==> config.mk <==
export PLATFORM = sky130hd
export DESIGN_NAME = shot_speed_histogram_stats_core
export DESIGN_NICKNAME = d
export VERILOG_FILES = /design/src/design/ssh_pkg.sv /design/src/design/shot_speed_histogram_stats_core.sv /design/src/design/ssh_ctrl.sv /design/src/design/ssh_hist.sv /design/src/design/ssh_arith.sv
export SDC_FILE = /design/constraint.sdc
export NUM_CORES = 2
export LEC_CHECK = 0
export BUFFER_PORTS_ARGS = -buffer_cell sky130_fd_sc_hd__buf_2
export CAP_MARGIN = 0
export CELL_PAD_IN_SITES_DETAIL_PLACEMENT = 0
export CELL_PAD_IN_SITES_GLOBAL_PLACEMENT = 1
export CORE_ASPECT_RATIO = 1.75
export CORE_MARGIN = 1
export CORE_UTILIZATION = 48
export CTS_BUF_LIST = sky130_fd_sc_hd__clkbuf_16
export DETAILED_ROUTE_END_ITERATION = 7
export GPL_TIMING_DRIVEN = 0
export MAX_ROUTING_LAYER = met4
export PLACE_DENSITY = 0.72
export SETUP_SLACK_MARGIN = 0.02
export SYNTH_ARGS = -nofsm -noshare
export SYNTH_HDL_FRONTEND = slang
export SYNTH_SLANG_ARGS = --single-unit
==> constraint.sdc <==
create_clock -name clk -period 30.4 [get_ports clk]
set_input_delay 1.52 -clock clk [delete_from_list [all_inputs] [get_ports clk]]
set_output_delay 1.52 -clock clk [all_outputs]
set_load 0.02 [all_outputs]
==> src/design/ssh_pkg.sv <==
// Package for the shot speed histogram statistics block.
// Holds bin constants, label tables, controller command and status types.
// No dependencies; every other module of the block imports it.
`timescale 1ns / 1ps
`default_nettype none

package ssh_pkg;

	localparam int NUM_BINS    = 22;
	localparam int BIN_IDX_W   = 5;
	localparam int SPEED_W     = 16;
	localparam int SCORE_W     = 8;
	localparam int RES_W       = 15;
	localparam int OUT_COUNT_W = 16;
	localparam int DIV_QW      = 16;
	localparam int DIV_STEPS   = 16;
	localparam int DIV_CNT_W   = 5;
	localparam int IN_DATA_W   = 24;
	localparam int OUT_DATA_W  = 64;

	localparam logic [SPEED_W-1:0] BIN_FIRST_LO = 16'd26000;
	localparam logic [SPEED_W-1:0] BIN_FIRST_HI = 16'd27000;
	localparam logic [SPEED_W-1:0] BIN_LAST_HI  = 16'd29100;
	localparam logic [10:0]        BIN_RECIP    = 11'd1311;
	localparam int                 BIN_RECIP_SHIFT = 17;

	localparam logic [8:0] LABEL_FIRST = 9'd260;
	localparam logic [8:0] LABEL_BASE  = 9'd269;

	localparam logic [SCORE_W-1:0] SCORE_RESET = 8'd64;
	localparam logic [SCORE_W-1:0] SCORE_DROP  = 8'd3;
	localparam logic [SCORE_W-1:0] SCORE_RISE  = 8'd1;

	localparam logic [SPEED_W-1:0] HIGH_THR_RESET = 16'd28500;
	localparam logic [SPEED_W-1:0] LOW_THR_RESET  = 16'd27500;

	localparam logic [RES_W-1:0]       MEAN_MAX      = 15'd29000;
	localparam logic [RES_W-1:0]       VAR_MAX       = 15'd22500;
	localparam logic [OUT_COUNT_W-1:0] OUT_COUNT_MAX = 16'hFFFF;

	localparam logic [1:0] SHOOTER_ONE = 2'd1;
	localparam logic [1:0] SHOOTER_TWO = 2'd2;

	typedef enum logic {
		REG_HIGH_THR = 1'b0,
		REG_LOW_THR  = 1'b1
	} ssh_reg_idx_t;

	typedef enum logic [1:0] {
		MUL_N_S2  = 2'd0,
		MUL_S1_S1 = 2'd1,
		MUL_N_N   = 2'd2
	} ssh_mul_sel_t;

	typedef enum logic {
		DIV_MEAN = 1'b0,
		DIV_VAR  = 1'b1
	} ssh_div_sel_t;

	typedef enum logic [7:0] {
		ST_IDLE    = 8'b0000_0001,
		ST_UPDATE  = 8'b0000_0010,
		ST_SUM     = 8'b0000_0100,
		ST_MUL_LD  = 8'b0000_1000,
		ST_MUL_RUN = 8'b0001_0000,
		ST_DIV_LD  = 8'b0010_0000,
		ST_DIV_RUN = 8'b0100_0000,
		ST_DONE    = 8'b1000_0000
	} ssh_state_t;

	typedef struct packed {
		logic         load;
		logic         update;
		logic         sum_step;
		logic         mul_load;
		logic         mul_step;
		logic         mul_store;
		ssh_mul_sel_t mul_sel;
		logic         div_load;
		logic         div_step;
		logic         div_store;
		ssh_div_sel_t div_sel;
		logic         out_load;
	} ssh_cmd_t;

	typedef struct packed {
		logic sum_last;
		logic mul_done;
		logic div_done;
		logic out_free;
	} ssh_sts_t;

	typedef struct packed {
		logic                 hit;
		logic [BIN_IDX_W-1:0] idx;
	} ssh_bin_t;

	// Bins above the first are 0.1 m/s wide; the division by 100 is a
	// reciprocal multiply that is exact over the 2100 values in range.
	function automatic ssh_bin_t bin_of(input logic [SPEED_W-1:0] spd);
		ssh_bin_t    r;
		logic [11:0] x;
		logic [23:0] p;
		r.hit = 1'b0;
		r.idx = '0;
		x = 12'(spd - BIN_FIRST_HI - 16'd1);
		p = 24'(x) * 24'(BIN_RECIP);
		if (spd >= BIN_FIRST_LO && spd <= BIN_FIRST_HI) begin
			r.hit = 1'b1;
		end else if (spd > BIN_FIRST_HI && spd <= BIN_LAST_HI) begin
			r.hit = 1'b1;
			r.idx = BIN_IDX_W'(p >> BIN_RECIP_SHIFT) + BIN_IDX_W'(1);
		end
		return r;
	endfunction

	function automatic logic [8:0] bin_label(input logic [BIN_IDX_W-1:0] idx);
		return (idx == '0) ? LABEL_FIRST : LABEL_BASE + 9'(idx);
	endfunction

	function automatic logic [16:0] bin_label_sq(input logic [BIN_IDX_W-1:0] idx);
		logic [8:0]  l;
		logic [17:0] p;
		l = bin_label(idx);
		p = 18'(l) * 18'(l);
		return p[16:0];
	endfunction

endpackage

`default_nettype wire

==> src/design/shot_speed_histogram_stats_core.sv <==
// Top level of the shot speed histogram statistics block.
// Instantiates ssh_ctrl, ssh_hist and ssh_arith; uses ssh_pkg.
//
// Usage:
// - Input stream (s_axis_*): one request per shot, carrying shooter number
//   and speed in 0.001 m/s. Output stream (m_axis_*): one result per shot
//   with count, mean, variance and both shooter scores.
// - Configuration: cfg_we with cfg_index 0 writes the high speed threshold,
//   index 1 the low speed threshold, from cfg_wdata; the user writes only
//   while the block is idle, which the block itself does not enforce.
// - Processing: update, bin sum over the 22 bins, shift-add multiplier (one
//   operand bit per cycle, three products), then the 16-step restoring
//   divider (mean, then variance).
// - Throughput: one shot at a time; s_axis_tready is high only while the
//   sequencer is idle.
// - A finished result sits in the output register; the next shot is
//   accepted and processed while it waits. If the receiver still stalls
//   when that next result is ready, the sequencer holds it until the
//   output register frees.
// - Reset clears all bins, the total and sets both scores to 64 and the
//   thresholds to 28.5 and 27.5 m/s. No clearing pass is needed.
`timescale 1ns / 1ps
`default_nettype none

module shot_speed_histogram_stats_core import ssh_pkg::*; #(
	parameter int COUNT_WIDTH = 16
) (
	input  wire logic                  clk,
	input  wire logic                  arst_n,
	input  wire logic                  s_axis_tvalid,
	output logic                       s_axis_tready,
	// [1:0] shooter_id, [17:2] speed, [23:18] zero
	input  wire logic [IN_DATA_W-1:0]  s_axis_tdata,
	output logic                       m_axis_tvalid,
	input  wire logic                  m_axis_tready,
	// [15:0] shot_count, [30:16] mean_speed, [45:31] speed_variance,
	// [53:46] score_one, [61:54] score_two, [63:62] zero
	output logic [OUT_DATA_W-1:0]      m_axis_tdata,
	input  wire logic                  cfg_we,
	input  wire logic                  cfg_index,
	input  wire logic [SPEED_W-1:0]    cfg_wdata
);

	localparam int CXW = (COUNT_WIDTH > OUT_COUNT_W) ? COUNT_WIDTH : OUT_COUNT_W;

	ssh_cmd_t cmd;
	ssh_sts_t sts;

	logic [SPEED_W-1:0]     high_thr_q, low_thr_q;
	logic                   m_valid_q;
	logic [OUT_DATA_W-1:0]  m_data_q;

	logic [COUNT_WIDTH-1:0]  total;
	logic [COUNT_WIDTH+12:0] s1;
	logic [COUNT_WIDTH+20:0] s2;
	logic [SCORE_W-1:0]      score_one, score_two;
	logic [RES_W-1:0]        mean, variance;
	logic                    sum_last, mul_done, div_done;
	logic [CXW-1:0]          total_x;
	logic [OUT_COUNT_W-1:0]  shot_count;

	always_ff @(posedge clk or negedge arst_n) begin
		if (!arst_n) begin
			high_thr_q <= HIGH_THR_RESET;
			low_thr_q  <= LOW_THR_RESET;
		end else if (cfg_we) begin
			unique case (ssh_reg_idx_t'(cfg_index))
				REG_HIGH_THR: high_thr_q <= cfg_wdata;
				REG_LOW_THR:  low_thr_q  <= cfg_wdata;
				default: ;
			endcase
		end
	end

	assign sts.sum_last = sum_last;
	assign sts.mul_done = mul_done;
	assign sts.div_done = div_done;
	assign sts.out_free = !m_valid_q || m_axis_tready;

	ssh_ctrl u_ctrl (
		.clk      (clk),
		.arst_n   (arst_n),
		.in_valid (s_axis_tvalid),
		.in_ready (s_axis_tready),
		.sts      (sts),
		.cmd      (cmd)
	);

	ssh_hist #(
		.COUNT_WIDTH (COUNT_WIDTH)
	) u_hist (
		.clk        (clk),
		.arst_n     (arst_n),
		.cmd        (cmd),
		.shooter_id (s_axis_tdata[1:0]),
		.speed      (s_axis_tdata[17:2]),
		.high_thr   (high_thr_q),
		.low_thr    (low_thr_q),
		.total      (total),
		.s1         (s1),
		.s2         (s2),
		.score_one  (score_one),
		.score_two  (score_two),
		.sum_last   (sum_last)
	);

	ssh_arith #(
		.COUNT_WIDTH (COUNT_WIDTH)
	) u_arith (
		.clk      (clk),
		.arst_n   (arst_n),
		.cmd      (cmd),
		.n        (total),
		.s1       (s1),
		.s2       (s2),
		.mul_done (mul_done),
		.div_done (div_done),
		.mean     (mean),
		.variance (variance)
	);

	assign total_x    = CXW'(total);
	assign shot_count = (total_x > CXW'(OUT_COUNT_MAX)) ? OUT_COUNT_MAX
	                                                     : total_x[OUT_COUNT_W-1:0];

	always_ff @(posedge clk or negedge arst_n) begin
		if (!arst_n) begin
			m_valid_q <= 1'b0;
		end else if (cmd.out_load) begin
			m_valid_q <= 1'b1;
		end else if (m_axis_tready) begin
			m_valid_q <= 1'b0;
		end
	end

	always_ff @(posedge clk) begin
		if (cmd.out_load) begin
			m_data_q <= {2'b00, score_two, score_one, variance, mean, shot_count};
		end
	end

	assign m_axis_tvalid = m_valid_q;
	assign m_axis_tdata  = m_data_q;

endmodule

`default_nettype wire

==> src/design/ssh_ctrl.sv <==
// Controller state machine of the shot speed histogram statistics block.
// Sequences update, bin sum, three multiplies and two divides; uses ssh_pkg.
`timescale 1ns / 1ps
`default_nettype none

module ssh_ctrl import ssh_pkg::*; (
	input  wire logic     clk,
	input  wire logic     arst_n,
	input  wire logic     in_valid,
	output logic          in_ready,
	input  wire ssh_sts_t sts,
	output ssh_cmd_t      cmd
);

	ssh_state_t   state_q, state_d;
	ssh_mul_sel_t mul_sel_q, mul_sel_d;
	ssh_div_sel_t div_sel_q, div_sel_d;

	always_comb begin
		state_d     = state_q;
		mul_sel_d   = mul_sel_q;
		div_sel_d   = div_sel_q;
		cmd         = '0;
		cmd.mul_sel = mul_sel_q;
		cmd.div_sel = div_sel_q;
		in_ready    = 1'b0;
		unique case (state_q)
			ST_IDLE: begin
				in_ready = 1'b1;
				if (in_valid) begin
					cmd.load = 1'b1;
					state_d  = ST_UPDATE;
				end
			end
			ST_UPDATE: begin
				cmd.update = 1'b1;
				state_d    = ST_SUM;
			end
			ST_SUM: begin
				cmd.sum_step = 1'b1;
				if (sts.sum_last) begin
					mul_sel_d = MUL_N_S2;
					state_d   = ST_MUL_LD;
				end
			end
			ST_MUL_LD: begin
				cmd.mul_load = 1'b1;
				state_d      = ST_MUL_RUN;
			end
			ST_MUL_RUN: begin
				if (sts.mul_done) begin
					cmd.mul_store = 1'b1;
					unique case (mul_sel_q)
						MUL_N_S2: begin
							mul_sel_d = MUL_S1_S1;
							state_d   = ST_MUL_LD;
						end
						MUL_S1_S1: begin
							mul_sel_d = MUL_N_N;
							state_d   = ST_MUL_LD;
						end
						default: begin
							div_sel_d = DIV_MEAN;
							state_d   = ST_DIV_LD;
						end
					endcase
				end else begin
					cmd.mul_step = 1'b1;
				end
			end
			ST_DIV_LD: begin
				cmd.div_load = 1'b1;
				state_d      = ST_DIV_RUN;
			end
			ST_DIV_RUN: begin
				if (sts.div_done) begin
					cmd.div_store = 1'b1;
					if (div_sel_q == DIV_VAR) begin
						state_d = ST_DONE;
					end else begin
						div_sel_d = DIV_VAR;
						state_d   = ST_DIV_LD;
					end
				end else begin
					cmd.div_step = 1'b1;
				end
			end
			ST_DONE: begin
				if (sts.out_free) begin
					cmd.out_load = 1'b1;
					state_d      = ST_IDLE;
				end
			end
			default: begin
				state_d = ST_IDLE;
			end
		endcase
	end

	always_ff @(posedge clk or negedge arst_n) begin
		if (!arst_n) begin
			state_q   <= ST_IDLE;
			mul_sel_q <= MUL_N_S2;
			div_sel_q <= DIV_MEAN;
		end else begin
			state_q   <= state_d;
			mul_sel_q <= mul_sel_d;
			div_sel_q <= div_sel_d;
		end
	end

	a_done_holds: assert property (@(posedge clk) disable iff (!arst_n)
		(state_q == ST_DONE && !sts.out_free) |=> state_q == ST_DONE)
		else $error("finished result dropped while output was busy");

	a_load_to_update: assert property (@(posedge clk) disable iff (!arst_n)
		cmd.load |=> (state_q == ST_UPDATE && !in_ready))
		else $error("accepted request did not start an update");

	a_mul_to_div: assert property (@(posedge clk) disable iff (!arst_n)
		(cmd.mul_store && cmd.mul_sel == MUL_N_N) |=>
		(state_q == ST_DIV_LD && div_sel_q == DIV_MEAN))
		else $error("division did not start with the mean after the last multiply");

endmodule

`default_nettype wire

==> src/design/ssh_hist.sv <==
// Histogram datapath: bin counters, shot total, shooter scores and the
// iterative sums of count*label and count*label^2; uses ssh_pkg.
`timescale 1ns / 1ps
`default_nettype none

module ssh_hist import ssh_pkg::*; #(
	parameter int COUNT_WIDTH = 16
) (
	input  wire logic                   clk,
	input  wire logic                   arst_n,
	input  wire ssh_cmd_t               cmd,
	input  wire logic [1:0]             shooter_id,
	input  wire logic [SPEED_W-1:0]     speed,
	input  wire logic [SPEED_W-1:0]     high_thr,
	input  wire logic [SPEED_W-1:0]     low_thr,
	output logic [COUNT_WIDTH-1:0]      total,
	output logic [COUNT_WIDTH+12:0]     s1,
	output logic [COUNT_WIDTH+20:0]     s2,
	output logic [SCORE_W-1:0]          score_one,
	output logic [SCORE_W-1:0]          score_two,
	output logic                        sum_last
);

	localparam int S1W = COUNT_WIDTH + 13;
	localparam int S2W = COUNT_WIDTH + 21;

	logic [COUNT_WIDTH-1:0] bins_q [NUM_BINS];
	logic [COUNT_WIDTH-1:0] total_q;
	logic [SCORE_W-1:0]     score_one_q, score_two_q;
	logic [BIN_IDX_W-1:0]   sum_idx_q;
	logic [1:0]             id_q;
	logic [SPEED_W-1:0]     speed_q;
	logic [S1W-1:0]         s1_q;
	logic [S2W-1:0]         s2_q;

	ssh_bin_t                bin;
	logic [BIN_IDX_W-1:0]    rd_idx;
	logic [COUNT_WIDTH-1:0]  rd_cnt;
	logic [COUNT_WIDTH+8:0]  prod1;
	logic [COUNT_WIDTH+16:0] prod2;
	logic                    is_high, is_low;

	assign bin     = bin_of(speed_q);
	assign rd_idx  = cmd.update ? bin.idx : sum_idx_q;
	assign rd_cnt  = bins_q[rd_idx];
	assign prod1   = (COUNT_WIDTH + 9)'(rd_cnt) * (COUNT_WIDTH + 9)'(bin_label(sum_idx_q));
	assign prod2   = (COUNT_WIDTH + 17)'(rd_cnt) * (COUNT_WIDTH + 17)'(bin_label_sq(sum_idx_q));
	assign is_high = (speed_q >= high_thr);
	assign is_low  = (speed_q <= low_thr);

	always_ff @(posedge clk or negedge arst_n) begin
		if (!arst_n) begin
			for (int i = 0; i < NUM_BINS; i++) begin
				bins_q[i] <= '0;
			end
			total_q     <= '0;
			score_one_q <= SCORE_RESET;
			score_two_q <= SCORE_RESET;
			sum_idx_q   <= '0;
		end else begin
			if (cmd.update) begin
				if (bin.hit && rd_cnt != '1) begin
					bins_q[bin.idx] <= rd_cnt + COUNT_WIDTH'(1);
				end
				if (total_q != '1) begin
					total_q <= total_q + COUNT_WIDTH'(1);
				end
				if (id_q == SHOOTER_ONE) begin
					if (is_high) begin
						score_one_q <= score_one_q - SCORE_DROP;
					end else if (is_low) begin
						score_one_q <= score_one_q + SCORE_RISE;
					end
				end
				if (id_q == SHOOTER_TWO) begin
					if (is_high) begin
						score_two_q <= score_two_q - SCORE_DROP;
					end else if (is_low) begin
						score_two_q <= score_two_q + SCORE_RISE;
					end
				end
				sum_idx_q <= '0;
			end else if (cmd.sum_step) begin
				sum_idx_q <= sum_last ? '0 : sum_idx_q + BIN_IDX_W'(1);
			end
		end
	end

	always_ff @(posedge clk) begin
		if (cmd.load) begin
			id_q    <= shooter_id;
			speed_q <= speed;
		end
		if (cmd.update) begin
			s1_q <= '0;
			s2_q <= '0;
		end else if (cmd.sum_step) begin
			s1_q <= s1_q + S1W'(prod1);
			s2_q <= s2_q + S2W'(prod2);
		end
	end

	assign sum_last  = (sum_idx_q == BIN_IDX_W'(NUM_BINS - 1));
	assign total     = total_q;
	assign s1        = s1_q;
	assign s2        = s2_q;
	assign score_one = score_one_q;
	assign score_two = score_two_q;

endmodule

`default_nettype wire

==> src/design/ssh_arith.sv <==
// Arithmetic datapath: shift-add multiplier and restoring divider that turn
// the histogram sums into mean and variance; uses ssh_pkg.
`timescale 1ns / 1ps
`default_nettype none

module ssh_arith import ssh_pkg::*; #(
	parameter int COUNT_WIDTH = 16
) (
	input  wire logic                   clk,
	input  wire logic                   arst_n,
	input  wire ssh_cmd_t               cmd,
	input  wire logic [COUNT_WIDTH-1:0] n,
	input  wire logic [COUNT_WIDTH+12:0] s1,
	input  wire logic [COUNT_WIDTH+20:0] s2,
	output logic                        mul_done,
	output logic                        div_done,
	output logic [RES_W-1:0]            mean,
	output logic [RES_W-1:0]            variance
);

	localparam int MBW  = COUNT_WIDTH + 13;
	localparam int PW   = 2 * COUNT_WIDTH + 26;
	localparam int DENW = 2 * COUNT_WIDTH;
	localparam int NUMW = 2 * COUNT_WIDTH + 28;

	logic [PW-1:0]        mul_a_q, acc_q, ns2_q, s1sq_q, diff_q;
	logic [MBW-1:0]       mul_b_q;
	logic [DENW-1:0]      den_q;
	logic                 pos_q;
	logic [NUMW-1:0]      rem_q, dsh_q;
	logic [DIV_QW-1:0]    quo_q;
	logic [DIV_CNT_W-1:0] dcnt_q;
	logic [RES_W-1:0]     mean_q, var_q;

	logic [NUMW-1:0] num_src, num100, den_src;
	logic            rem_ge;

	always_comb begin
		if (cmd.div_sel == DIV_MEAN) begin
			num_src = NUMW'(s1);
			den_src = NUMW'(n);
		end else begin
			num_src = pos_q ? NUMW'(diff_q) : '0;
			den_src = NUMW'(den_q);
		end
	end

	// Times 100 as 64 + 32 + 4.
	assign num100 = (num_src << 6) + (num_src << 5) + (num_src << 2);
	assign rem_ge = (rem_q >= dsh_q);

	always_ff @(posedge clk or negedge arst_n) begin
		if (!arst_n) begin
			mul_b_q <= '0;
			dcnt_q  <= '0;
		end else begin
			if (cmd.mul_load) begin
				unique case (cmd.mul_sel)
					MUL_N_S2:  mul_b_q <= MBW'(n);
					MUL_S1_S1: mul_b_q <= MBW'(s1);
					MUL_N_N:   mul_b_q <= MBW'(n);
					default:   mul_b_q <= '0;
				endcase
			end else if (cmd.mul_step) begin
				mul_b_q <= mul_b_q >> 1;
			end
			if (cmd.div_load) begin
				dcnt_q <= DIV_CNT_W'(DIV_STEPS);
			end else if (cmd.div_step) begin
				dcnt_q <= dcnt_q - DIV_CNT_W'(1);
			end
		end
	end

	always_ff @(posedge clk) begin
		if (cmd.mul_load) begin
			acc_q <= '0;
			unique case (cmd.mul_sel)
				MUL_N_S2:  mul_a_q <= PW'(s2);
				MUL_S1_S1: mul_a_q <= PW'(s1);
				MUL_N_N:   mul_a_q <= PW'(n);
				default:   mul_a_q <= '0;
			endcase
		end else if (cmd.mul_step) begin
			if (mul_b_q[0]) begin
				acc_q <= acc_q + mul_a_q;
			end
			mul_a_q <= mul_a_q << 1;
		end
		if (cmd.mul_store) begin
			unique case (cmd.mul_sel)
				MUL_N_S2:  ns2_q <= acc_q;
				MUL_S1_S1: s1sq_q <= acc_q;
				default: begin
					den_q  <= DENW'(acc_q);
					pos_q  <= (ns2_q > s1sq_q);
					diff_q <= ns2_q - s1sq_q;
				end
			endcase
		end
		if (cmd.div_load) begin
			rem_q <= num100;
			dsh_q <= den_src << (DIV_QW - 1);
			quo_q <= '0;
		end else if (cmd.div_step) begin
			if (rem_ge) begin
				rem_q <= rem_q - dsh_q;
			end
			quo_q <= {quo_q[DIV_QW-2:0], rem_ge};
			dsh_q <= dsh_q >> 1;
		end
		if (cmd.div_store) begin
			if (cmd.div_sel == DIV_MEAN) begin
				mean_q <= (quo_q > DIV_QW'(MEAN_MAX)) ? MEAN_MAX : quo_q[RES_W-1:0];
			end else begin
				var_q <= (quo_q > DIV_QW'(VAR_MAX)) ? VAR_MAX : quo_q[RES_W-1:0];
			end
		end
	end

	assign mul_done = (mul_b_q == '0);
	assign div_done = (dcnt_q == '0);
	assign mean     = mean_q;
	assign variance = var_q;

	a_var_limit: assert property (@(posedge clk) disable iff (!arst_n)
		(cmd.div_store && cmd.div_sel == DIV_VAR) |=> (var_q <= VAR_MAX))
		else $error("variance above its saturation limit");

endmodule

`default_nettype wire
==> impl_metrics.ini <==
[floorplan]
ios = 112
core_um2 = 157000
die_x_um = 303
placement_rows = 192
dieArea_um2 = 160000
die_height_um = 528
initial_utilization_pct = 48.4

[sta]
worst_slack_ns = 10.43
tightest_slew_ns = 1.50
tns_ns = 0
final_min_period_over_clock_period_pct = 65.7
slew_violations = 10
finClkSkew_ns = 0.0763
slew_headroom_pct = -1.04
fmax_mhz = 50.1
hold_viol = 0
rsz0062_at_grt = no
period_needed_ns = 19.97
setup-violations-final = 0

[run_status]
violations = max-capacitance violations, max-slew violations
status = complete, but fails checks

[yosys]
async_flop_share_pct = 42.9
synth_top_area_cell = edfxtp_1
netlist_area_um2 = 76000
synth_cell_types = 123
synth_enable_flop_cells = 467
syn_area_per_cell_um2 = 10.3
synth-main-ff-cell = edfxtp_1
synth_seq_area_share_pct = 37.9
synth_top_area_share_pct = 18.5
ys_ff_latch = 1089
synth_warnings = 0
synthCells = 7414
synth_area_leaders = edfxtp_1, dfrtp_1, fa_1

[clocking]
path_clk_slew_ns = 0.07
htreeDepth = 3
clock-sinks = 1089
cts.path.max_buffers = 3
cts-root-buf = clkbuf_16
cts_made_buffers = 109
cts_tree = done
hold_buffers = 0
clock_latency_ns = 0.78
post_cts_buffers = 0
ctsResizeCount = 0

[detailed_routing]
wl_per_cell_um = 25.4
totalWireLength_um = 248000
drt-vias-per-instance = 5.79
drc_errors = 0
vias = 56600
drtIter0Drc = 3623
antenna_left = 0
first_pass_iters = 7

[placement]
pre_cts_ws_ns = 10.62
io_buffers = 103
hpwl_um = 194000
place_congestion = 0.985
dpl.cell_count = 9567
placed_cell_area_um2 = 79400

[worst_setup_path]
worst_path_max_delay_cell = a221oi_1
r2r_start = u_hist.speed_q[0]
crit_path_end_kind = register
cp_common_cell = fa_1
crit_path_start_kind = register
r2r_slack_ns = 10.43
crit_path_start = u_hist.speed_q[0]
critPathMaxStageDelay_ns = 1.15
crit_required_ns = 31.03
r2r_end = u_hist.s2[35]
r2r_cells = 56
critPathArrivalTime_ns = 20.59
critPathKind = register to register
crit_fanout = 10

[global_routing]
grt_pass1_wl_um = 369000
antenna_found_initial = 4
grt_pass1_vias = 58700
gr-usage-all-layers_pct = 32.2
grt_max_degree = 115
gr-total-overflow = 0

[min_path]
hold_end = m_axis_tdata[40]
min-delay-start = u_arith.variance[9]
worst_hold_path_type = register to register
hold_depth = 0

[finish]
nets = 8662
drive_gt1_share_pct = 10.3
area_growth_pct = 9.54
fin_area_um2 = 83200
layoutNonFillerInstCount = 9778

[pwr]
ir_worst_vdd_mv = 0.230
p_leak_nw = 39.2
power_density_nw_per_um2 = 103

[job]
maxCapViolCount = 1
==> stage by stage <==
step	hold slack, ns	total power, W	utilization, %
2_1_floorplan	0.400	0.00532	-
3_3_place_gp	0.404	0.00701	50.4
3_5_place_dp	0.405	0.00707	50.6
4_1_cts	0.413	0.00858	53.0
5_1_grt	0.415	0.00920	53.1
6_report	0.414	0.00856	53.1
==> synthesized netlist by cell type (all sizes together) (54+ instances only) <==
master / instances
nor2: 405
nor3: 64
xor2: 123
nand2: 843
xnor2: 231
dfxtp: 155
a21o: 214
and3: 82
o21bai: 62
nand4: 54
nand3: 211
dfrtp: 446
buf: 111
a31oi: 61
ha: 561
a21oi: 409
mux2: 391
fa: 412
edfxtp: 467
nand2b: 58
inv: 795
nor2b: 64
mux2i: 90
and2: 71
clkbuf: 195
o21ai: 309
==> worst max-delay path, delay by kind of cell, from the launching register on <==
kind	cells	cell delay, ns
AO/OA/AOI/OAI	18	6.65
XOR/XNOR	2	0.95
adder cells (fa/ha/maj)	15	6.82
buffers and inverters	13	3.13
flip-flops	1	0.45
AND/OR/NAND/NOR	8	1.76
==> cell families (layout without fill, tap and decap cells) <==
family | Yosys count | after routing | share of synthesized area [%]
fa+ha+maj | 975 | 975 | 20.1
simple gates | 1974 | 1974 | 12.3
compound gates | 1424 | 1424 | 12.2
xor+xnor | 354 | 354 | 4.08
other cells | 1 | 4 | 0.00493
buf+inv | 1116 | 1440 | 6.03
flops | 1089 | 1089 | 37.9
mux | 481 | 481 | 7.32
==> how the worst max path moves through the flow <==
stage | cells after the start | end
floorplan | 61 | u_hist.s2[35]
global placement | 56 | u_hist.s2[36]
detailed placement | 56 | u_hist.s2[36]
CTS | 56 | u_hist.s2[36]
global route | 56 | u_hist.s2[36]
finish | 56 | u_hist.s2[35]
==> power by group <==
group	switching, W	leakage [nW]	internal, W	total, W
combinational	0.00350	25.3	0.00177	0.00528
sequential	0.000173	12.0	0.00167	0.00184
clock	0.000647	1.91	0.000802	0.00145
total	0.00432	39.2	0.00424	0.00856
==> state kept, by name, indices dropped and copies added, names as in the netlist, 29 cells and up <==
| register | cells |
|---|---|
| u_hist.bins_q | 352 |
| u_arith.diff_q | 58 |
| u_arith.mul_a_q | 58 |
| u_arith.mul_b_q | 29 |
| m_axis_tdata | 62 |
| u_hist.s1 | 29 |
| u_arith.ns2_q | 58 |
| u_arith.dsh_q | 47 |
| u_arith.den_q | 32 |
| u_arith.s1sq_q | 58 |
| u_hist.s2 | 37 |
| u_arith.acc_q | 58 |
| u_arith.rem_q | 60 |
==> layout by cell type (no fill, tap or decap), types with 59 or more instances in the layout <==
| master | netlist | routed |
|---|---|---|
| nand2_1 | 834 | 832 |
| inv_1 | 792 | 809 |
| ha_1 | 561 | 561 |
| edfxtp_1 | 467 | 467 |
| dfrtp_1 | 446 | 446 |
| fa_1 | 412 | 412 |
| a21oi_1 | 408 | 407 |
| nor2_1 | 404 | 402 |
| o21ai_0 | 299 | 299 |
| mux2_2 | 233 | 233 |
| xnor2_1 | 231 | 231 |
| a21o_1 | 214 | 214 |
| nand3_1 | 200 | 200 |
| clkbuf_1 | 194 | 194 |
| dfxtp_1 | 155 | 155 |
| buf_2 | 42 | 144 |
| xor2_1 | 123 | 123 |
| clkbuf_16 | 0 | 115 |
| mux2i_1 | 90 | 90 |
| mux2_1 | 88 | 88 |
| and3_1 | 82 | 79 |
| and2_1 | 71 | 71 |
| mux2_4 | 70 | 70 |
| nor2b_1 | 64 | 63 |
| o21bai_1 | 62 | 62 |
| nor3_1 | 62 | 61 |
| a31oi_1 | 59 | 59 |
==> per-layer routing <==
metal | up-vias | global-route usage (%) | share of wire [%]
met2 | 1620 | 57.1 | 52
met3 | 765 | 3.87 | 4.2
met4 | 0 | 21.7 | 8.3
li1 | 26000 | - | -
met5 | - | - | 0
met1 | 28200 | 32.9 | 35
==> layout make-up <==
| cell class | count | area (um2) |
|---|---|---|
| repair buffers | 117 | 827 |
| multi-input cells | 5210 | 42600 |
| diodes | 2 | 5.00 |
| clock inverters | 92 | 922 |
| fillers | 14300 | 73600 |
| flip-flops and latches | 1089 | 28800 |
| clock buffers | 115 | 2880 |
| well taps | 2037 | 2550 |
| inverters | 804 | 3020 |
| plain buffers | 312 | 1560 |
(Power assumes the default switching activity.)
